### src/hdl/lsp2xy_pkg.sv
package lsp2xy_pkg;

	localparam int RANGE_W = 20;
	localparam int INDEX_W = 12;
	localparam int ANGLE_W = 16;
	localparam int COORD_W = 21;
	localparam int GAIN_W = 30;
	localparam int MAG_W = RANGE_W + GAIN_W;
	localparam int VEC_W = 54;
	localparam int Z_W = 33;
	localparam int FRAC_W = 30;
	localparam int ROUND_W = VEC_W - FRAC_W;

	localparam int REG_IDX_W = 2;
	localparam int CFG_DATA_W = 20;
	localparam logic [REG_IDX_W-1:0] REG_START_ANGLE = 2'd0;
	localparam logic [REG_IDX_W-1:0] REG_ANGLE_STEP = 2'd1;
	localparam logic [REG_IDX_W-1:0] REG_MAX_RANGE = 2'd2;

	localparam logic [ANGLE_W-1:0] START_ANGLE_RST = 16'd0;
	localparam logic [ANGLE_W-1:0] ANGLE_STEP_RST = 16'd16;
	localparam logic [RANGE_W-1:0] MAX_RANGE_RST = 20'hFFFFF;

	localparam int STAGE_MIN = 8;
	localparam int STAGE_MAX = 24;

	localparam logic signed [VEC_W-1:0] HALF_LSB = VEC_W'(1) << (FRAC_W - 1);
	localparam logic signed [ROUND_W-1:0] OUT_LIMIT = ROUND_W'(1048575);

	localparam logic [31:0] ATAN_TURN32 [STAGE_MAX] = '{
		32'd536870912, 32'd316933406, 32'd167458907, 32'd85004756,
		32'd42667331, 32'd21354465, 32'd10679838, 32'd5340245,
		32'd2670163, 32'd1335087, 32'd667544, 32'd333772,
		32'd166886, 32'd83443, 32'd41722, 32'd20861,
		32'd10430, 32'd5215, 32'd2608, 32'd1304,
		32'd652, 32'd326, 32'd163, 32'd81
	};

	localparam logic [GAIN_W-1:0] INV_GAIN_Q30 [STAGE_MAX-STAGE_MIN+1] = '{
		30'd652039507, 30'd652034532, 30'd652033289, 30'd652032978,
		30'd652032900, 30'd652032881, 30'd652032876, 30'd652032875,
		30'd652032874, 30'd652032874, 30'd652032874, 30'd652032874,
		30'd652032874, 30'd652032874, 30'd652032874, 30'd652032874,
		30'd652032874
	};

	typedef struct packed {
		logic signed [VEC_W-1:0] x;
		logic signed [VEC_W-1:0] y;
		logic signed [Z_W-1:0] z;
		logic [INDEX_W-1:0] idx;
	} vec_t;

endpackage

### src/hdl/lsp2xy_prep.sv
module lsp2xy_prep #(
	parameter logic [16:0] SCAN_LIMIT = 17'd4096,
	parameter logic [lsp2xy_pkg::GAIN_W-1:0] GAIN = 30'd652032874
) (
	input  logic clk,
	input  logic arst_n,
	input  logic in_valid,
	output logic in_ready,
	input  logic [lsp2xy_pkg::RANGE_W-1:0] range_mm,
	input  logic [lsp2xy_pkg::INDEX_W-1:0] sample_index,
	input  logic [lsp2xy_pkg::ANGLE_W-1:0] start_angle,
	input  logic [lsp2xy_pkg::ANGLE_W-1:0] angle_step,
	input  logic [lsp2xy_pkg::RANGE_W-1:0] max_range_mm,
	output logic dn_valid,
	input  logic dn_ready,
	output lsp2xy_pkg::vec_t dn_data
);

	logic en1, en2, en3, keep;
	logic valid_s1, valid_s2, valid_s3;
	logic [lsp2xy_pkg::ANGLE_W+lsp2xy_pkg::INDEX_W-1:0] prod;
	logic [lsp2xy_pkg::ANGLE_W-1:0] theta, shifted, z16;
	logic [1:0] quad;
	logic [lsp2xy_pkg::ANGLE_W-1:0] theta_s1;
	logic [lsp2xy_pkg::RANGE_W-1:0] range_s1;
	logic [lsp2xy_pkg::INDEX_W-1:0] idx_s1, idx_s2;
	logic [lsp2xy_pkg::MAG_W-1:0] mag_s2;
	logic [1:0] quad_s2;
	logic signed [lsp2xy_pkg::ANGLE_W-1:0] z_s2;
	logic signed [lsp2xy_pkg::VEC_W-1:0] mag_ext;
	lsp2xy_pkg::vec_t data_s3;

	assign en3 = !valid_s3 || dn_ready;
	assign en2 = !valid_s2 || en3;
	assign en1 = !valid_s1 || en2;
	assign in_ready = en1;

	assign keep = (range_mm != '0) && (range_mm < max_range_mm)
		&& ({5'd0, sample_index} < SCAN_LIMIT);
	assign prod = angle_step * sample_index;
	assign theta = start_angle + prod[lsp2xy_pkg::ANGLE_W-1:0];

	assign shifted = theta_s1 + 16'd8192;
	assign quad = shifted[15:14];
	assign z16 = theta_s1 - {quad, 14'd0};

	assign mag_ext = {{(lsp2xy_pkg::VEC_W-lsp2xy_pkg::MAG_W){1'b0}}, mag_s2};

	always_ff @(posedge clk or negedge arst_n) begin
		if (!arst_n) begin
			valid_s1 <= 1'b0;
			valid_s2 <= 1'b0;
			valid_s3 <= 1'b0;
		end else begin
			if (en1) valid_s1 <= in_valid && keep;
			if (en2) valid_s2 <= valid_s1;
			if (en3) valid_s3 <= valid_s2;
		end
	end

	always_ff @(posedge clk) begin
		if (en1) begin
			theta_s1 <= theta;
			range_s1 <= range_mm;
			idx_s1 <= sample_index;
		end
		if (en2) begin
			mag_s2 <= range_s1 * GAIN;
			quad_s2 <= quad;
			z_s2 <= z16;
			idx_s2 <= idx_s1;
		end
		if (en3) begin
			data_s3.z <= {z_s2[15], z_s2, 16'd0};
			data_s3.idx <= idx_s2;
			case (quad_s2)
				2'd0: begin
					data_s3.x <= mag_ext;
					data_s3.y <= '0;
				end
				2'd1: begin
					data_s3.x <= '0;
					data_s3.y <= mag_ext;
				end
				2'd2: begin
					data_s3.x <= -mag_ext;
					data_s3.y <= '0;
				end
				default: begin
					data_s3.x <= '0;
					data_s3.y <= -mag_ext;
				end
			endcase
		end
	end

	assign dn_valid = valid_s3;
	assign dn_data = data_s3;

	a_reject: assert property (@(posedge clk) disable iff (!arst_n)
		in_valid && in_ready && (range_mm == '0 || range_mm >= max_range_mm)
		|=> !valid_s1)
		else $error("rejected sample entered the pipeline");

	a_theta: assert property (@(posedge clk) disable iff (!arst_n)
		in_valid && in_ready && keep
		|=> valid_s1 && theta_s1 == $past(theta))
		else $error("beam angle not captured");

	a_resid: assert property (@(posedge clk) disable iff (!arst_n)
		valid_s2 |-> (z_s2 >= -16'sd8192) && (z_s2 <= 16'sd8191))
		else $error("residual angle outside quadrant");

endmodule

### config.mk
export PLATFORM = sky130hd
export DESIGN_NAME = lsp2xy_prep
export DESIGN_NICKNAME = d
export VERILOG_FILES = /design/src/hdl/lsp2xy_pkg.sv /design/src/hdl/lsp2xy_prep.sv
export SDC_FILE = /design/constraint.sdc
export NUM_CORES = 1
export LEC_CHECK = 0
export BUFFER_PORTS_ARGS = -buffer_cell sky130_fd_sc_hd__buf_2
export CORE_ASPECT_RATIO = 1.2
export CORE_UTILIZATION = 66
export CTS_CLUSTER_DIAMETER = 100
export DETAILED_ROUTE_END_ITERATION = 12
export GPL_TIMING_DRIVEN = 0
export PLACE_DENSITY = 0.84
export SLEW_MARGIN = 25
export SYNTH_ARGS = -nofsm -noshare
export SYNTH_HDL_FRONTEND = slang
export SYNTH_SLANG_ARGS = --single-unit
### constraint.sdc
create_clock -name clk -period 10.5 [get_ports clk]
set_input_delay 0 -clock clk [delete_from_list [all_inputs] [get_ports clk]]
set_output_delay 0 -clock clk [all_outputs]
set_load 0.005 [all_outputs]
# After elaboration in Yosys (flattened, before gate mapping)
# Index checks and enable logic that the tools add are counted.
# op_classes
mul	2
n_addsub	4
eq_ne	2
n_mux	1
order_cmp	1
n_reduce_logical	10
# ops
operator	count
$pmux W108 S3	1
$neg A50 Y54	1
$mul A20 B29 Y49 const B	1
$lt A20 B20 Y1	1
$reduce_bool A20 Y1	1
$add A16 B14 Y16 const B	1
$add A16 B16 Y16	1
$mul A16 B12 Y16	1
$sub A16 B16 Y16	1
$logic_not A1 Y1	3
$logic_or A1 B1 Y1	3
$eq A2 B1 Y1 const B	1
$eq A2 B2 Y1 const B	1
$logic_and A1 B1 Y1	2
$logic_not A2 Y1	1
# word_totals
ff_bits	266

# Logic depth before layout (Yosys ltp)
# Gate-level depths: netlist (run 1).
# depth
word_depth	4
ltp_mapped	25

# Worst setup path before layout (run 1)
# OpenSTA, ideal clock, no wires.
# synth_path
path_kind	reg2reg
startpoint	register range_s1[17] (netlist name)
endpoint	register mag_s2[48] (netlist name), data pin
arrival_time_ns	6.240
required_ns	10.236
n_path_buf	0
stages_incl_launch_ff	20
setup_slack_ns	3.997
cell_sequence	edfxtp_1 -> ha_1 -> inv_1 -> fa_1 -> fa_1 -> inv_1 -> fa_1 -> fa_1 -> fa_1 -> fa_1 -> ha_1 -> a21oi_1 -> a2bb2oi_1 -> a21oi_1 -> nand2b_1 -> o211ai_1 -> a21oi_1 -> o31a_1 -> a221oi_1 -> xnor2_1
# synth_via
elab_chain_len	1
# synth_rtl
item	line_no	source
start, declared	lsp2xy_prep.sv:25	logic [lsp2xy_pkg::RANGE_W-1:0] range_s1;
start signal, assigned	lsp2xy_prep.sv:64	range_s1 <= range_mm;
$mul A20 B29 Y49	lsp2xy_prep.sv:68	mag_s2 <= range_s1 * GAIN;
end signal, assigned	lsp2xy_prep.sv:68	
end, declared	lsp2xy_prep.sv:27	logic [lsp2xy_pkg::MAG_W-1:0] mag_s2;
# No other way between the ends.
# A chain may end at the register's enable or synchronous reset.

# Worst setup path after layout (run 1)
# layout_path
startpoint	register range_s1[6] (netlist name)
endpoint	register mag_s2[48] (netlist name), data pin
# Same word-level chain as after synthesis.

==> out/qor.csv, run 1 <==
metric;value;unit
Core Box Area;0.0362;mm2
multiplexer area fraction after synthesis;0.000410;
max-slew violations;0;
Antenna Cells;0;
fmax;133;MHz
H-tree depth;1;
combinational family with the most area after synthesis;adder cells;
placed wire-length estimate;44.6;mm
CP endpoint kind;register;
Vias per Instance;5.51;
predominant post-synthesis flop cell;edfxtp_1;
Max clock buf depth;3;
initial core utilization;0.674;
Seq/Total Area, Yosys;0.324;
TNS Setup;0;ps
Worst-Skew Late Latency;560;ps
row count;76;
Crit Path Max Fanout;7;
worst min-delay path category;input port to register;
unrepaired setup endpoints after global routing;no;
Hold Vio Cnt, Final;0;
Mapped Area;0.0244;mm2
utilization after layout;0.760;
Synth Warn #;0;
via count;16071;
Nets;3124;
number of global-route vias before repair;17095;
# DRC;0;
Post-synth EDFFs;261;
crit start category;register;
synthesized instance count;2122;
status;complete, no violations;
fin crit share;0.717;
GPL Wtd Cong;0.978;
Max Cap Violations;0;
DRT iter0 DRCs;1020;
final setup fails;0;
initial antenna violation count;0;
Fillers;2367;
TritonRoute pass-1 iters;6;
critical path class;register to register;
post-CTS setup buffer count;0;
synth top area cells;edfxtp_1 (32%), fa_1 (27%), ha_1 (14%), inv_1 (6.9%), xor2_1 (2.4%);
# hold bufs at CTS;39;
Die W;178;um
Clock Sinks;264;
Die H;213;um
Die ar.;0.0378;mm2
port bufs;223;
total CTS buffers;26;
final wirelength;54.7;mm
Adder-Cell Fraction of Synth Area;0.409;
simple-gate share of the synthesized area;0.0854;
post-CTS sizing;0;
Synth area leader;edfxtp_1;
syn_area_per_cell;11.5;um2
largest net degree at the start of global routing;91;
min Tclk post-route;7520;ps
CTS tree;done;
area share of the leading cell type in the synthesized netlist;0.321;
CTS root buffer;clkbuf_16;
Worst-Margin Slew;896;ps
#FFs+latches synth;264;
Critical Path AT;7830;ps
Layout area overhead;12.6;%
asr flop ratio synth;0.0114;
routed length per instance;18.8;um
Slew Limit Headroom;0.398;
CTS clk-pin slew, worst paths;70;ps
Synth Area in XOR/XNOR;0.0459;
aggregate global routing overflow;0;
Worst Path Required;10800;ps
Post-DRT Antenna Nets;0;
# IOs;243;
ratio of cells with drive above 1 in the final layout;0.122;
Unique masters post-synth;54;
clk_skew;18.4;ps
compound-cell area share of the yosys netlist;0.0550;
first-pass GRT wire length;87.1;mm
Global Route Usage Sum;0.303;
## cell type report
type                    count  area (um2)  area share
flip-flops and latches    264        7910       0.288
clock inverters            18         164     0.00596
clock buffers              29         662      0.0241
repair buffers            265        1580      0.0575
inverters                 447        1690      0.0612
well taps                 468         586      0.0213
plain buffers              57         287      0.0104
multi-input cells        1371       14600       0.532
## layer usage
layer  vias up  GRT usage  share of wire
met4         0      0.102          0.033
met3       121     0.0468          0.065
met5         -          0              0
met2       592      0.523           0.50
met1      7898      0.391           0.40
li1       7460          -              -
## sequential cells by signal (all words and copies together), names as in the netlist
register	count
valid_s1	1
z_s2	16
dn_data	134
theta_s1	16
quad_s2	2
idx_s1	12
range_s1	20
mag_s2	49
dn_valid	1
idx_s2	12
valid_s2	1
## Yosys cell counts (all sizes together), types with 3 or more instances
library cell,count
nor2,86
or4,12
o21ai,36
xor2,68
nand3,15
xnor2,60
o21a,10
a21o,33
nand2b,17
nand2,119
a221oi,3
or3,5
o21bai,6
nor2b,59
nor4,9
nand4,7
o31ai,17
fa,324
o211ai,3
a21oi,58
inv,447
a31oi,5
a21boi,3
buf,20
clkbuf,37
edfxtp,261
and3,9
ha,280
o41ai,9
nor3,12
a211oi,6
a311oi,3
dfrtp,3
and2,53
or2,7
## cells in the final DEF, fill, tap and decap left out, drive strengths merged, types with 58 or more instances in the layout
master | Yosys | routed
ha | 280 | 280
inv | 447 | 448
edfxtp | 261 | 261
xnor2 | 60 | 60
clkbuf | 37 | 66
buf | 20 | 246
nor2b | 59 | 59
fa | 324 | 324
a21oi | 58 | 58
nand2 | 119 | 119
nor2 | 86 | 86
xor2 | 68 | 68
## final timing paths
| path | start | end | slack, ps | cells past startpoint |
|---|---|---|---|---|
| setup / recovery | range_s1[6]$_DFFE_PP_ | mag_s2[48]$_DFFE_PP_ | 2980 | 21 |
| hold / removal | angle_step[0] | theta_s1[1]$_DFFE_PP_ | 50 | 4 |
| setup reg to reg | range_s1[6]$_DFFE_PP_ | mag_s2[48]$_DFFE_PP_ | 2980 | 21 |
| hold reg to reg | theta_s1[0]$_DFFE_PP_ | z_s2[0]$_DFFE_PP_ | 410 | 0 |
| max in group asynchronous | arst_n | dn_valid$_DFFE_PN0P_ | 10040 | 3 |
| min in group asynchronous | arst_n | valid_s2$_DFFE_PN0P_ | 310 | 3 |
## metrics by stage
step	cell area (um2)	std cells	hold slack (ps)	setup WS, ps
after detailed placement	26300	2833	-203	3040
after global routing	27500	2919	69.8	2710
after CTS	27500	2919	32.6	3030
after floorplan	24500	2139	-296	4000
after global placement	26200	2830	-206	2970
final	27500	2919	49.9	2980
## critical path, stage by stage, from the launching register on
cell	delay, ps
edfxtp_1	630
ha_1	630
inv_1	160
fa_1	520
fa_1	520
fa_1	550
inv_1	50
fa_1	480
inv_1	60
fa_1	440
inv_1	100
fa_1	420
ha_1	380
a21oi_1	210
a21boi_0	110
a211oi_1	490
a21oi_1	260
o211ai_1	310
a21oi_1	190
o31a_1	340
a221oi_1	320
xnor2_1	90
## logic make-up (layout without fill, tap and decap cells)
group / after synthesis / after routing
flip-flops: 264 / 264
AND/OR/NAND/NOR: 415 / 415
XOR/XNOR: 128 / 128
other: 1 / 18
multiplexers: 1 / 1
adder cells (fa/ha/maj): 604 / 604
buffers and inverters: 504 / 816
AO/OA/AOI/OAI: 205 / 205
Power of run 1 is not shown: default switching activity piles up to over one toggle a cycle in this logic, so the estimate is an artifact.
==> inputs of run 2 (changes only) <==
CORE_UTILIZATION = 62   (was 66)
PLACE_DENSITY = 0.79   (was 0.84)
clock period = 7.8 ns   (was 10.5 ns; I/O delays follow)
==> out/qor.csv, run 2 (synthesis gave the netlist of run 1 again) <==
metric;value;unit;change
status;complete, no violations;;
via count;15916;;-0.96%
uppermost layer routed;met5;;
Slew Limit Headroom;0.428;;+0.0302
Worst Path Required;8100;ps;-2700 ps
commonest non-fill, non-tap cell in the layout;inv_1;;
DRT iter0 DRCs;616;;-40%
CP endpoint kind;register;;
fin crit share;0.953;;+0.236
Vias per Instance;5.31;;-3.6%
Worst path slowest cell;ha_1;;
crit start category;register;;
clk_skew;11.4;ps;-7.03 ps
initial antenna violation count;3;;+3
Global Route Usage Sum;0.280;;-0.0229
max-slew violations;0;;unchanged
final wirelength;54.5;mm;-0.44%
row count;79;;+3.9%
largest net degree at the start of global routing;117;;+29%
CTS tree;done;;
Die ar.;0.0402;mm2;+6.4%
total CTS buffers;27;;+3.8%
Max clock buf depth;3;;unchanged
Post-DRT Antenna Nets;0;;unchanged
Max Cap Violations;0;;unchanged
Hold Vio Cnt, Final;0;;unchanged
Nets;3145;;+0.67%
Crit Path Max Fanout;6;;-1
fin area;0.0278;mm2;+0.90%
ratio of cells with drive above 1 in the final layout;0.128;;+0.00579
Layout area overhead;13.6;%;
first-pass GRT wire length;85.7;mm;-1.6%
unrepaired setup endpoints after global routing;no;;
# DRC;0;;unchanged
Cell Area, Placed;0.0264;mm2;+0.28%
critical path class;register to register;;
commonest cells after routing, fill and taps aside;inv_1 (446), fa_1 (324), ha_1 (280), edfxtp_1 (261), buf_2 (224);;
Worst-Skew Late Latency;560;ps;about the same
worst path cell trace;ha_1, inv_1, fa_1, fa_1, fa_1, inv_1, fa_1, fa_1, fa_1, ha_1, a211oi_1, nand3_1, a31oi_1, a21oi_1, o21ai_0, a21boi_0, a41oi_1, o21ai_0, xor2_1;;
CTS clk-pin slew, worst paths;60;ps;about the same
Critical Path AT;7730;ps;-100 ps
final std cells w/o fill;2999;;+2.7%
port bufs;223;;unchanged
GPL Wtd Cong;0.978;;unchanged
DRT met1 WL;22.6;mm;+2.5%
Cell Count Post-Placement;2891;;+2.0%
most used cell, CP;fa_1;;
Worst-Margin Slew;858;ps;-38.4 ps
DR WL met3;3.04;mm;-15%
fmax;135;MHz;+1.2%
min Tclk post-route;7430;ps;-91.2 ps
# IOs;243;;unchanged
initial core utilization;0.629;;-0.0454
critical path's largest stage delay;640;ps;about the same
final setup fails;0;;unchanged
TritonRoute pass-1 iters;5;;-1
Core Box Area;0.0388;mm2;+7.2%
TNS Setup;0;ps;unchanged
worst min-delay path category;input port to register;;
Die H;219;um;+3.1%
Die W;183;um;+3.1%
placed wire-length estimate;45.3;mm;+1.5%
aggregate global routing overflow;0;;unchanged
number of global-route vias before repair;16628;;-2.7%
Clock Sinks;264;;unchanged
delay-heaviest family, CP;adder cells;;
CTS root buffer;clkbuf_16;;
Largest register FFs;134;;unchanged
Antenna Cells;0;;unchanged
metal2 WL;27.1;mm;-0.60%
H-tree depth;1;;unchanged
routed length per instance;18.2;um;-3.1%
Bufs and invs on worst path;2;;-2
run 2: timing repair:
item	in CTS	in global routing
hold buffers	40	0
resized for setup	0	1
buffers inserted	0	19
hold endpoints to repair	39	0
endpoints found under the setup margin	0	1
run 2: worst min-delay path, delay by kind of cell:
family        cells  cell delay [ps]
fa+ha+maj         2              290
buf+inv           1              100
simple gates      1              140
run 2: metal layers:
metal,global-route usage,vias up
met5,0,-
met1,0.354,7815
met2,0.488,483
met4,0.0933,6
li1,-,7495
met3,0.0502,117
run 2: per-stage QoR:
| stage | hold WS (ps) | setup WS, ps | utilization |
|---|---|---|---|
| finish | 86.4 | 366 | 0.715 |
| global route | 90.7 | 26.7 | 0.715 |
| detailed placement | -200 | 356 | 0.679 |
| CTS | 62.9 | 309 | 0.711 |
| floorplan | -296 | 1300 | - |
| global placement | -206 | 360 | 0.676 |
run 2: area by class of cell:
cell class	count	area, um2
inverter	447	1690
sequential	264	7910
buffer	57	287
timing repair buffer	285	1730
tap	526	658
fill	2827	11100
multi-input combinational	1371	14600
clock buffer	35	706
clock inverter	14	136
run 2: path summary, 6_finish.rpt:
kind / from / endpoint / slack (ps) / depth (start not counted)
max: range_s1[8]$_DFFE_PP_ / mag_s2[37]$_DFFE_PP_ / 370 / 19
min: angle_step[0] / theta_s1[1]$_DFFE_PP_ / 90 / 4
max reg2reg: range_s1[8]$_DFFE_PP_ / mag_s2[37]$_DFFE_PP_ / 370 / 19
min reg2reg: idx_s1[7]$_DFFE_PP_ / idx_s2[7]$_DFFE_PP_ / 410 / 0
max in group asynchronous: arst_n / dn_valid$_DFFE_PN0P_ / 7330 / 3
min in group asynchronous: arst_n / valid_s2$_DFFE_PN0P_ / 310 / 3
Power of run 2 is left out for the same reason.
