<file path="src/hdl/lsp2xy_pkg.sv">
package lsp2xy_pkg;

	localparam int RANGE_W = 20;
	localparam int INDEX_W = 12;
	localparam int ANGLE_W = 16;
	localparam int COORD_W = 21;
	localparam int GAIN_W = 30;
	localparam int MAG_W = RANGE_W + GAIN_W;
	localparam int VEC_W = 54;
	localparam int Z_W = 33;
	localparam int FRAC_W = 30;
	localparam int ROUND_W = VEC_W - FRAC_W;

	localparam int REG_IDX_W = 2;
	localparam int CFG_DATA_W = 20;
	localparam logic [REG_IDX_W-1:0] REG_START_ANGLE = 2'd0;
	localparam logic [REG_IDX_W-1:0] REG_ANGLE_STEP = 2'd1;
	localparam logic [REG_IDX_W-1:0] REG_MAX_RANGE = 2'd2;

	localparam logic [ANGLE_W-1:0] START_ANGLE_RST = 16'd0;
	localparam logic [ANGLE_W-1:0] ANGLE_STEP_RST = 16'd16;
	localparam logic [RANGE_W-1:0] MAX_RANGE_RST = 20'hFFFFF;

	localparam int STAGE_MIN = 8;
	localparam int STAGE_MAX = 24;

	localparam logic signed [VEC_W-1:0] HALF_LSB = VEC_W'(1) << (FRAC_W - 1);
	localparam logic signed [ROUND_W-1:0] OUT_LIMIT = ROUND_W'(1048575);

	localparam logic [31:0] ATAN_TURN32 [STAGE_MAX] = '{
		32'd536870912, 32'd316933406, 32'd167458907, 32'd85004756,
		32'd42667331, 32'd21354465, 32'd10679838, 32'd5340245,
		32'd2670163, 32'd1335087, 32'd667544, 32'd333772,
		32'd166886, 32'd83443, 32'd41722, 32'd20861,
		32'd10430, 32'd5215, 32'd2608, 32'd1304,
		32'd652, 32'd326, 32'd163, 32'd81
	};

	localparam logic [GAIN_W-1:0] INV_GAIN_Q30 [STAGE_MAX-STAGE_MIN+1] = '{
		30'd652039507, 30'd652034532, 30'd652033289, 30'd652032978,
		30'd652032900, 30'd652032881, 30'd652032876, 30'd652032875,
		30'd652032874, 30'd652032874, 30'd652032874, 30'd652032874,
		30'd652032874, 30'd652032874, 30'd652032874, 30'd652032874,
		30'd652032874
	};

	typedef struct packed {
		logic signed [VEC_W-1:0] x;
		logic signed [VEC_W-1:0] y;
		logic signed [Z_W-1:0] z;
		logic [INDEX_W-1:0] idx;
	} vec_t;

endpackage

</file>
<file path="src/hdl/lsp2xy_ifs.sv">


interface lsp2xy_point_if;
	logic valid;
	logic ready;
	logic signed [lsp2xy_pkg::COORD_W-1:0] x_mm;
	logic signed [lsp2xy_pkg::COORD_W-1:0] y_mm;
	logic [lsp2xy_pkg::INDEX_W-1:0] point_index;
	modport source(output valid, x_mm, y_mm, point_index, input ready);
	modport sink(input valid, x_mm, y_mm, point_index, output ready);
endinterface


</file>
<file path="src/hdl/lsp2xy_round.sv">
module lsp2xy_round (
	input  logic clk,
	input  logic arst_n,
	input  logic up_valid,
	output logic up_ready,
	input  lsp2xy_pkg::vec_t up_data,
	lsp2xy_point_if.source points
);

	logic valid_q;
	logic signed [lsp2xy_pkg::VEC_W-1:0] xb, yb, xs, ys;
	logic signed [lsp2xy_pkg::COORD_W-1:0] x_q, y_q;
	logic [lsp2xy_pkg::INDEX_W-1:0] idx_q;

	function automatic logic signed [lsp2xy_pkg::COORD_W-1:0] sat(
		input logic signed [lsp2xy_pkg::ROUND_W-1:0] r
	);
		logic signed [lsp2xy_pkg::ROUND_W-1:0] c;
		begin
			c = r;
			if (r > lsp2xy_pkg::OUT_LIMIT) c = lsp2xy_pkg::OUT_LIMIT;
			if (r < -lsp2xy_pkg::OUT_LIMIT) c = -lsp2xy_pkg::OUT_LIMIT;
			return c[lsp2xy_pkg::COORD_W-1:0];
		end
	endfunction

	assign up_ready = !valid_q || points.ready;
	assign xb = up_data.x + lsp2xy_pkg::HALF_LSB;
	assign yb = up_data.y + lsp2xy_pkg::HALF_LSB;
	assign xs = xb >>> lsp2xy_pkg::FRAC_W;
	assign ys = yb >>> lsp2xy_pkg::FRAC_W;

	always_ff @(posedge clk or negedge arst_n) begin
		if (!arst_n) begin
			valid_q <= 1'b0;
		end else if (up_ready) begin
			valid_q <= up_valid;
		end
	end

	always_ff @(posedge clk) begin
		if (up_ready) begin
			x_q <= sat(xs[lsp2xy_pkg::ROUND_W-1:0]);
			y_q <= sat(ys[lsp2xy_pkg::ROUND_W-1:0]);
			idx_q <= up_data.idx;
		end
	end

	assign points.valid = valid_q;
	assign points.x_mm = x_q;
	assign points.y_mm = y_q;
	assign points.point_index = idx_q;

	a_x_bound: assert property (@(posedge clk) disable iff (!arst_n)
		valid_q |-> x_q != {1'b1, {(lsp2xy_pkg::COORD_W-1){1'b0}}})
		else $error("x not saturated");

	a_y_bound: assert property (@(posedge clk) disable iff (!arst_n)
		valid_q |-> y_q != {1'b1, {(lsp2xy_pkg::COORD_W-1){1'b0}}})
		else $error("y not saturated");

	a_index: assert property (@(posedge clk) disable iff (!arst_n)
		up_valid && up_ready |=> valid_q && idx_q == $past(up_data.idx))
		else $error("point index lost");

endmodule

</file>
<file path="src/flat_wrapper.sv">
// flat-port wrapper written by rule: the top's interface ports become plain ports
module lsp2xy_round_flat 
  (clk, arst_n, up_valid, up_ready, up_data, points_valid, points_x_mm, points_y_mm, points_point_index, points_ready);
  lsp2xy_point_if points_i ();
  input  logic clk;
  input  logic arst_n;
  input  logic up_valid;
  output logic up_ready;
  input  lsp2xy_pkg::vec_t up_data;
  output wire logic [$bits(points_i.valid)-1:0] points_valid;
  output wire logic [$bits(points_i.x_mm)-1:0] points_x_mm;
  output wire logic [$bits(points_i.y_mm)-1:0] points_y_mm;
  output wire logic [$bits(points_i.point_index)-1:0] points_point_index;
  input wire logic [$bits(points_i.ready)-1:0] points_ready;
  assign points_valid = points_i.valid;
  assign points_x_mm = points_i.x_mm;
  assign points_y_mm = points_i.y_mm;
  assign points_point_index = points_i.point_index;
  assign points_i.ready = points_ready;
  lsp2xy_round u_core (.clk(clk), .arst_n(arst_n), .up_valid(up_valid), .up_ready(up_ready), .up_data(up_data), .points(points_i));
endmodule
</file>
<file path="config.mk">
export PLATFORM = sky130hd
export DESIGN_NAME = lsp2xy_round_flat
export DESIGN_NICKNAME = d
export VERILOG_FILES = /design/src/hdl/lsp2xy_pkg.sv /design/src/hdl/lsp2xy_ifs.sv /design/src/hdl/lsp2xy_round.sv /design/src/flat_wrapper.sv
export SDC_FILE = /design/constraint.sdc
export NUM_CORES = 1
export LEC_CHECK = 0
export CORE_MARGIN = 8
export CORE_UTILIZATION = 34
export DETAILED_ROUTE_END_ITERATION = 6
export DONT_BUFFER_PORTS = 1
export HOLD_SLACK_MARGIN = 0.06
export SLEW_MARGIN = 15
export SYNTH_ARGS = -nofsm -noshare
export SYNTH_HDL_FRONTEND = slang
export SYNTH_SLANG_ARGS = --single-unit
</file>
<file path="constraint.sdc">
create_clock -name clk -period 4.36 [get_ports clk]
set_clock_uncertainty 0.1 [all_clocks]
set_input_delay 0.872 -clock clk [delete_from_list [all_inputs] [get_ports clk]]
set_output_delay 0.872 -clock clk [all_outputs]
set_load 0.02 [all_outputs]
</file>
* Yosys cells after proc, flatten, opt, wreduce, memory -nomap -nowiden
Cells that the tools add are included.
** Storage, ports and cells
- Register bits :: 55
- Input bits :: 157
- Output and inout bits :: 56
- Word-level logic and storage cells :: 18
** Operators by class
- Add/subtract/negate cells :: 2
- Magnitude comparators :: 4
- Multiplexer cells :: 2
- Reductions and logical operators :: 4
** Operators with widths (number)
- $add 54x31->54 const B :: 2
- $gt 24x21->1 const B :: 2
- $lt 24x21->1 const B :: 2
- $mux 21 :: 2
- $reduce_or 2->1 :: 2
- $logic_not 1->1 :: 1
- $logic_or 1x1->1 :: 1

* Logic depth before layout (Yosys ltp)
Gate-level depths: netlist of the first run.
- Depth after elaboration :: 3
- Gate-level depth with buffers :: 11
- Depth with buffers taken out :: 8

* Worst setup path before layout of the first run
Ideal clock, no wire load.
- Path kind :: input to output
- Start point :: input port points_ready
- End point :: output port up_ready
- Arrival time :: 2.365 ns
- Data required time :: 3.388 ns
- Slack :: 1.023 ns
- Stages on the path :: 1
- Path buffers :: 0
- Cell sequence :: nand2b_1
** On the way
- Word-level cells in the longest chain between the ends :: 1
** Ends and longest elaborated chain
- start, declared :: line flat_wrapper.sv:14 : input wire logic [$bits(points_i.ready)-1:0] points_ready;
- $logic_or 1x1->1 :: line lsp2xy_round.sv:27 : assign up_ready = !valid_q || points.ready;
- end, declared :: line flat_wrapper.sv:8 : output logic up_ready;
No other way between the ends.

* Worst setup path after layout of the first run
- Start point :: input port up_data[128] in the netlist's numbering
- End point :: register u_core.x_q (netlist bit u_core.points.x_mm[12]) (data pin)
** On the way
- Word-level cells in the longest chain between the ends :: 3
- Elaborated cells between the ends (all ways) :: 4
- Classes of those cells :: add/sub: 1; order compare: 2; mux: 1
** Ends and longest elaborated chain
- start, declared :: line flat_wrapper.sv:9 : input lsp2xy_pkg::vec_t up_data;
- $add 54x31->54 (*) :: line lsp2xy_round.sv:28 : assign xb = up_data.x + lsp2xy_pkg::HALF_LSB;
- $gt 24x21->1 :: line lsp2xy_round.sv:21 : if (r > lsp2xy_pkg::OUT_LIMIT) c = lsp2xy_pkg::OUT_LIMIT;
- $mux 21 :: line lsp2xy_round.sv:21
- end signal, assigned :: line lsp2xy_round.sv:43 : x_q <= sat(xs[lsp2xy_pkg::ROUND_W-1:0]);
- end, declared :: line lsp2xy_round.sv:12 : logic signed [lsp2xy_pkg::COORD_W-1:0] x_q, y_q;
Mark *: on every way between the ends. The rest lies on a longest branch, timed or not.
A chain may end at the register's enable or synchronous reset.

==> results.md, run 1 <==
- Status: finished clean
- Routed wire per std cell: 18.7 microns
- Relative slew slack: 0.497
- Row count: 36
- Layout cells sized above 1: 0.106
- Root Buffer: clkbuf_8
- Die height: 116 microns
- CTS max path bufs: 2
- Most used DFF post-synth: edfxtp_1
- Post-route cell area: 0.00365 sq mm
- Fin. max-slew vios: 0
- Hold Path Class: in2async
- Slowest library cell on the worst path: and3b_1
- DRT iter0 DRCs: 169
- Congestion Overflow GR: 0
- Die width: 116 microns
- Setup Crit Path Kind: in2reg
- Leak: 1.23 nW
- CP Data Required Time: 4420 ps
- Total core area: 0.00977 sq mm
- Ant. Diodes: 0
- Post-cts resize count: 0
- Final min period: 3300 ps
- Placed cell count: 466
- Sequential area share after synthesis: 0.481
- Critical Path Source Type: input pin
- Synth Area per Inst: 9.98 sq um
- Reg2Reg Setup Slack: 2590 ps
- Period Utilization, post-route: 0.757
- Sequential power share: 0.625
- Clock slew at reported path FFs: 110 ps
- Commonest non-fill, non-tap cell in the layout: nor2_1
- Buffers on Ports: 0
- Crit-path most repeated cell: nor2_1
- Final hold slack: 142 ps
- # fillers: 1001
- Worst-margin pin slew: 754 ps
- Clock share of power: 0.270
- Most frequent cells in the layout: nor2_1, edfxtp_1, xnor2_1
- Effective utilization at floorplan: 0.350
- Fmax: 303 MHz
- ANT nets after route: 0
- Num CTS Buffers: 5
- Syn_nets: 502
- Synthesis warning total: 0
- Cell Area, Synth: 0.00342 sq mm
- Max-Cap Viols: 0
- Count of unique library cells instantiated by Yosys: 53
- Skew-Pair Late Insertion Delay: 310 ps
- Post-Synthesis Cells: 343
- Critical path fanouts, max: 20
- CP endpoint kind: flip-flop
- Pin count of the biggest net entering global routing: 56
- Comb power frac: 0.105
- Initial antenna violation count: 0
- First-pass GRT wire length: 13.6 mm
- Die Area: 0.0135 sq mm
- Cell internal pwr: 0.809 mW
- DRT Pass-1 Iters: 4
- CTS tree: built
- Sw frac: 0.297
- Non-filler instance count after layout: 474
- CP max stage delay: 670 ps
- Overall Global Routing Usage: 0.129
- Critical Path, Cell by Cell: ha_1 > nand3_1 > nor2_1 > and3_1 > mux2i_1 > and3b_1 > nor2_1 > nor2_1
- Multi-input gate area: 0.00167 sq mm
- Number of H-tree levels: 2
- Vias/cell: 5.36
- Number of global-route vias before repair: 2465
- Postcts setup bufs: 0
- I/O Pins: 213
- Residual DRC: 0
- Total Wirelength: 8.86 mm
- RSZ-0062 raised after global routing: no
- Clk sinks: 55
- Placed Area: 0.00355 sq mm
- Final setup vio count: 0
- Routability Congestion: 0.861
- Register area: 0.00165 sq mm
- Asr flop ratio synth: 0.0182
- # hold bufs at CTS: 0
- Crit path DAT: 3360 ps
- Post-detail-place hpwl: 6.87 mm
- Layout area overhead: 6.62%
- Peak supply drop: 0.140 mV
- Fin. Hold Viols: 0
- Final net count: 499
- Pwr per Cell Area: 315 mW/mm^2
- DR vias: 2541
- Net switching power figure: 0.342 mW
- Number of synthesized flops with an enable pin: 54
- Seq cells post-synth: 55
- Post-route setup TNS: 0 ps
## flip-flops by register name, indices dropped and copies added, names as in the netlist
register	flops
u_core.points.valid	1
u_core.points.y_mm	21
u_core.points.x_mm	21
u_core.points.point_index	12
## cell usage after synthesis (6+ instances only)
cell type	count	area [sq um]
edfxtp_1	54	1620
nand2b_1	8	50.1
and3_1	12	75.1
nand4_1	14	87.6
xnor2_1	21	184
and2_1	6	37.5
nor3_1	11	55.1
nor2_1	55	206
a21oi_1	15	75.1
a21oi_2	10	87.6
nand3_1	15	75.1
o21ai_0	8	40.0
xor2_1	18	158
inv_1	7	26.3
nand2_1	17	63.8
## per-layer routing
metal  part of all wire  up-vias  GRT usage
met1               0.44     1189      0.162
met4              0.011        0     0.0398
met2               0.45       94      0.203
met5                  0        -          0
li1                   -     1252          -
met3              0.090        6     0.0440
## final timing paths
check                                                startpoint  cells past startpoint                                     end
worst max-delay path                               up_data[128]                      8    u_core.points.x_mm[12]$_SDFFCE_PP0P_
worst min register to register  u_core.points.valid$_DFFE_PN0P_                      3         u_core.points.valid$_DFFE_PN0P_
max in group asynchronous                                arst_n                      0         u_core.points.valid$_DFFE_PN0P_
worst max register to register  u_core.points.valid$_DFFE_PN0P_                      2     u_core.points.x_mm[0]$_SDFFCE_PP1P_
min in group clk                                     up_data[4]                      0  u_core.points.point_index[4]$_DFFE_PP_
worst min-delay path                                     arst_n                      0         u_core.points.valid$_DFFE_PN0P_
## power by group through the flow
stage               combinational (mW)  sequential [mW]  clock (mW)
global placement                 0.120            0.734           0
global route                     0.138            0.726       0.344
CTS                              0.123            0.722       0.324
finish                           0.121            0.720       0.310
floorplan                        0.106            0.723           0
detailed placement               0.122            0.734           0
## critical path, delay by kind of cell
family / cells / cell delay [ps]
simple gates: 6 / 2000
fa+ha+maj: 1 / 290
mux: 1 / 190
## kinds of logic (layout without fill, tap and decap cells)
group                    Yosys count  in the layout  synth area share
flip-flops                        55             55             0.481
AO/OA/AOI/OAI                     57             57             0.116
buffers and inverters             23             21            0.0344
AND/OR/NAND/NOR                  162            162             0.246
multiplexers                       5              5            0.0150
XOR/XNOR                          39             39            0.0998
adder cells (fa/ha/maj)            2              2           0.00731
## per-stage QoR
stage / util / total power, mW / setup WS [ps]
after floorplan: - / 0.828 / 1020
after global placement: 0.363 / 0.855 / 814
after detailed placement: 0.363 / 0.856 / 781
after CTS: 0.373 / 1.17 / 1110
after global routing: 0.373 / 1.21 / 878
final: 0.373 / 1.15 / 1060
## layout make-up
| class | count | area share |
|---|---|---|
| clock buffers | 5 | 0.0189 |
| clock inverters | 3 | 0.00789 |
| inverters | 7 | 0.00720 |
| multi-input cells | 265 | 0.457 |
| flip-flops and latches | 55 | 0.451 |
| well taps | 133 | 0.0456 |
| repair buffers | 6 | 0.0123 |
Power figures use the tool's default switching activity.
==> run 2, diff against run 1 <==
Clock period 4.36 ns to 3.1 ns, I/O delays scaled along.
==> run 2 against run 1 <==
  * Global-route usage is 0.27 points higher
  * Via count is 1.6% higher
  * Routed wire length is 2.8% higher
  * Power is 41% higher
  * Critical path type unchanged
  * First-iteration DRC count is 18% higher
  * Non-clock buffer count is 9 higher
  * Largest cell class unchanged
  * Setup slack worse by 520 ps
  * Critical path depth stayed put
  * Flip-flop and latch count stayed put
==> results.md, run 2 (synthesis results as in run 1) <==
- Status: finished clean
- Period Utilization, post-route: 0.828
- Peak supply drop: 0.232 mV
- Register area: 0.00165 sq mm
- Overall power: 1.62 mW
- Row count: 36
- Post-route setup TNS: 0 ps
- Critical path fanouts, max: 20
- Critical Path Source Type: input pin
- Pin count of the biggest net entering global routing: 28
- Fin. max-slew vios: 0
- Buffers on Ports: 0
- Clk sinks: 55
- Layout area overhead: 8.63%
- CP Data Required Time: 3170 ps
- Num CTS Buffers: 5
- Final hold slack: 298 ps
- # fillers: 1008
- DR vias: 2581
- Number of global-route vias before repair: 2451
- Routed wire per std cell: 18.9 microns
- Root Buffer: clkbuf_8
- Vias/cell: 5.34
- Die width: 116 microns
- DRT iter0 DRCs: 200
- Congestion Overflow GR: 0
- RSZ-0062 raised after global routing: no
- Final min period: 2570 ps
- Total Wirelength: 9.11 mm
- Fmax: 390 MHz
- Worst-margin pin slew: 807 ps
- Effective utilization at floorplan: 0.350
- ANT nets after route: 0
- Crit path DAT: 2630 ps
- Post-detail-place hpwl: 7.17 mm
- Residual DRC: 0
- Post-cts resize count: 0
- Initial antenna violation count: 0
- Setup Crit Path Kind: in2reg
- Die Area: 0.0135 sq mm
- Most frequent cells in the layout: nor2_1, edfxtp_1, xnor2_1
- Clock slew at reported path FFs: 110 ps
- Overall Global Routing Usage: 0.131
- Die height: 116 microns
- Final Core Density: 0.380
- Total core area: 0.00977 sq mm
- Final setup vio count: 0
- Layout cells sized above 1: 0.126
- CP endpoint kind: flip-flop
- Leak: 1.27 nW
- Relative slew slack: 0.462
- Number of H-tree levels: 2
- Pwr per Cell Area: 436 mW/mm^2
- Ant. Diodes: 0
- Hold Path Class: in2reg
- Non-filler instance count after layout: 483
- Max-Cap Viols: 0
- Final net count: 508
- Skew-Pair Late Insertion Delay: 300 ps
- Routability Congestion: 0.857
- DRT Pass-1 Iters: 4
- CTS tree: built
- I/O Pins: 213
- Commonest non-fill, non-tap cell in the layout: nor2_1
- Multi-input gate area: 0.00167 sq mm
- First-pass GRT wire length: 13.7 mm
- Placed cell count: 474
- Fin. Hold Viols: 0
- CTS max path bufs: 2
## run 2: cell count changes in the layout (fill, tap and decap cells not counted)
cell	change
dlygate4sd3_1	+1
buf_4	+8
clkinvlp_4	+1
clkinv_4	-1
## run 2: path summary, 6_finish.rpt
check	from	to	slack (ps)	cells after the start
worst min register to register	u_core.points.valid$_DFFE_PN0P_	u_core.points.valid$_DFFE_PN0P_	1160	2
max in group asynchronous	arst_n	u_core.points.valid$_DFFE_PN0P_	2390	1
worst max register to register	u_core.points.valid$_DFFE_PN0P_	u_core.points.y_mm[13]$_SDFFCE_PP0P_	1220	2
worst max-delay path	up_data[128]	u_core.points.x_mm[10]$_SDFFCE_PP0P_	530	8
min in group asynchronous	arst_n	u_core.points.valid$_DFFE_PN0P_	410	1
worst min-delay path	up_data[3]	u_core.points.point_index[3]$_DFFE_PP_	300	0
## run 2: layout make-up
type                       count  share of cell area
clock inverter                 3             0.00740
tap                          133              0.0448
clock buffer                   5              0.0185
multi-input combinational    265               0.448
sequential                    55               0.443
timing repair buffer          15              0.0310
inverter                       7             0.00707
## run 2: per-stage QoR
step	worst slack [ps]	instance area, sq um
after floorplan	267	3420
after global placement	285	3610
after detailed placement	228	3610
after CTS	561	3720
after global routing	382	3720
final	534	3720
## run 2: worst max-delay path, stage by stage
cell and delay, ps:
ha_1 290, nand3_1 200, nor2_1 190, and3_1 240, mux2i_1 180, and3b_1 650
nor2_1 140, nor2_1 130
## run 2: timing repair
item | in CTS | in global routing
endpoints found under the hold margin | 1 | 0
hold buffers | 1 | 0
setup buffers | 0 | 0
## run 2: report_power, final
part           internal, mW  switching [mW]  total (mW)
clock network         0.167           0.264       0.430
registers             0.901           0.110        1.01
logic                0.0739           0.105       0.179
## run 2: per-layer routing
layer / vias up / part of all wire / global-route usage
met5: - / 0 / 0
met4: 0 / 0.011 / 0.0467
met3: 6 / 0.10 / 0.0460
met2: 102 / 0.45 / 0.196
met1: 1204 / 0.44 / 0.172
li1: 1269 / - / -
==> run 3, diff against run 2 <==
Clock period 3.1 ns to 2.5 ns, I/O delays scaled along.
==> run 3 against run 2 <==
  * Flip-flop and latch count stayed put
  * Worst hold slack worse by 130 ps
  * Die area stayed put
  * Combinational power is 34% higher
  * Sequential power is 24% higher
  * Critical path depth is 1 lower
  * Register-to-register slack worse by 90 ps
  * Count of clock-buffer cells in the layout stayed put
  * Utilization is 2.1 points higher
  * Non-clock buffer count is 15 higher
  * Clock power is 63% higher
  * Critical path type unchanged
  * Largest cell class unchanged
==> results.md, run 3 (synthesis results as in run 1) <==
- Clk sinks: 55
- Postcts setup bufs: 0
- Family with the most delay on the worst path: simple AND/OR/NAND/NOR gates
- Residual DRC: 0
- Leak: 1.38 nW
- Total Wirelength: 8.99 mm
- Post-route cell area: 0.00393 sq mm
- Root Buffer: clkbuf_8
- Final setup vio count: 0
- Critical path fanouts, max: 5
- Routability Congestion: 0.875
- Effective utilization at floorplan: 0.350
- Max-Cap Viols: 0
- Vias/cell: 5.26
- ANT nets after route: 0
- Pin count of the biggest net entering global routing: 57
- Fin. Hold Viols: 0
- DR vias: 2618
- Fmax: 451 MHz
- CTS tree: built
- Status: finished clean
- CP Buf/Inv Count: 0
- Most frequent cells in the layout: nor2_1, edfxtp_1, buf_4
- DRT iter0 DRCs: 188
- Die Area: 0.0135 sq mm
- Pwr per Cell Area: 559 mW/mm^2
- R2R cell count: 2
- Die width: 116 microns
- FF-to-FF End: u_core.points.x_mm[20]$_SDFFCE_PP1P_
- Period Utilization, post-route: 0.887
- Overall Global Routing Usage: 0.129
- Reg2Reg Setup Slack: 1130 ps
- Fin. max-slew vios: 0
- Register area: 0.00165 sq mm
- Final net count: 523
- Layout cells sized above 1: 0.173
- End point of the critical path: u_core.points.x_mm[0]$_SDFFCE_PP1P_
- CP Data Required Time: 2530 ps
- Critical Path Source Type: input pin
- CP max stage delay: 380 ps
- DRT Pass-1 Iters: 4
- Final worst slack: 282 ps
- Peak supply drop: 0.208 mV
- WP depth: 7
- Num CTS Buffers: 5
- Number of global-route vias before repair: 2509
- Clock slew at reported path FFs: 110 ps
- Relative slew slack: 0.726
- Initial antenna violation count: 0
- Hold Path Class: in2reg
- CTS max path bufs: 2
- Layout area overhead: 14.7%
- Slowest library cell on the worst path: or2_2
- Buffers on Ports: 0
- Skew-Pair Late Insertion Delay: 310 ps
- I/O Pins: 213
- DP Worst Slack: -23.1 ps
- # fillers: 970
- Ant. Diodes: 0
- Number of H-tree levels: 2
- Total core area: 0.00977 sq mm
- CP endpoint kind: flip-flop
- Die height: 116 microns
- Congestion Overflow GR: 0
- Critical Path, Cell by Cell: nand4_1 > or2_2 > nor2_1 > a311oi_1 > nor4_1 > a41oi_1 > o21ai_0
- Placed Area: 0.00378 sq mm
- Row count: 36
- First-pass GRT wire length: 13.6 mm
- Final min period: 2220 ps
- Worst-margin pin slew: 407 ps
- RSZ-0062 raised after global routing: no
- Crit path from: up_data[128]
- Routed wire per std cell: 18.0 microns
- Setup Crit Path Kind: in2reg
- Multi-input gate area: 0.00170 sq mm
- Crit path DAT: 2250 ps
- RR Startpoint: u_core.points.valid$_DFFE_PN0P_
- Post-detail-place hpwl: 7.15 mm
## run 3: timing repair
action | in CTS | in global routing
hold endpoints to repair | 1 | 0
gates resized for setup | 0 | 0
endpoints found under the setup margin | 0 | 0
hold buffers | 1 | 0
## run 3: worst min-delay path by stage
stage	cells after the start	endpoint	from	slack, ps
after floorplan	0	u_core.points.valid$_DFFE_PN0P_	arst_n	100
after global placement	0	u_core.points.valid$_DFFE_PN0P_	arst_n	100
after detailed placement	0	u_core.points.valid$_DFFE_PN0P_	arst_n	100
after CTS	0	u_core.points.point_index[6]$_DFFE_PP_	up_data[6]	150
after global routing	0	u_core.points.point_index[6]$_DFFE_PP_	up_data[6]	150
final	0	u_core.points.point_index[6]$_DFFE_PP_	up_data[6]	170
## run 3: per-layer routing
layer	part of all wire	vias to the layer above	GRT usage
met5	0	-	0
met4	0.020	0	0.0536
met3	0.079	9	0.0388
met2	0.46	90	0.204
met1	0.44	1216	0.161
li1	-	1303	-
## run 3: cell type report
type / count / share of cell area
Multi-Input combinational cell: 265 / 0.432
Sequential cell: 55 / 0.419
Timing Repair Buffer: 30 / 0.0644
Tap cell: 133 / 0.0424
Clock buffer: 5 / 0.0175
Clock inverter: 3 / 0.0172
Inverter: 7 / 0.00669
## run 3: where the power goes
group | internal (mW) | switching (mW)
logic | 0.108 | 0.133
registers | 1.12 | 0.135
clock network | 0.399 | 0.301
total | 1.62 | 0.569
## run 3: metrics by stage
stage / power (mW) / hold WS (ps) / cells / setup TNS [ps] / utilization
floorplan: 1.45 / 104 / 343 / -123 / -
global placement: 1.51 / 104 / 489 / -54.0 / 0.387
detailed placement: 1.52 / 104 / 489 / -50.9 / 0.387
CTS: 2.23 / 155 / 498 / 0 / 0.402
global route: 2.29 / 150 / 498 / 0 / 0.402
finish: 2.19 / 170 / 498 / 0 / 0.402
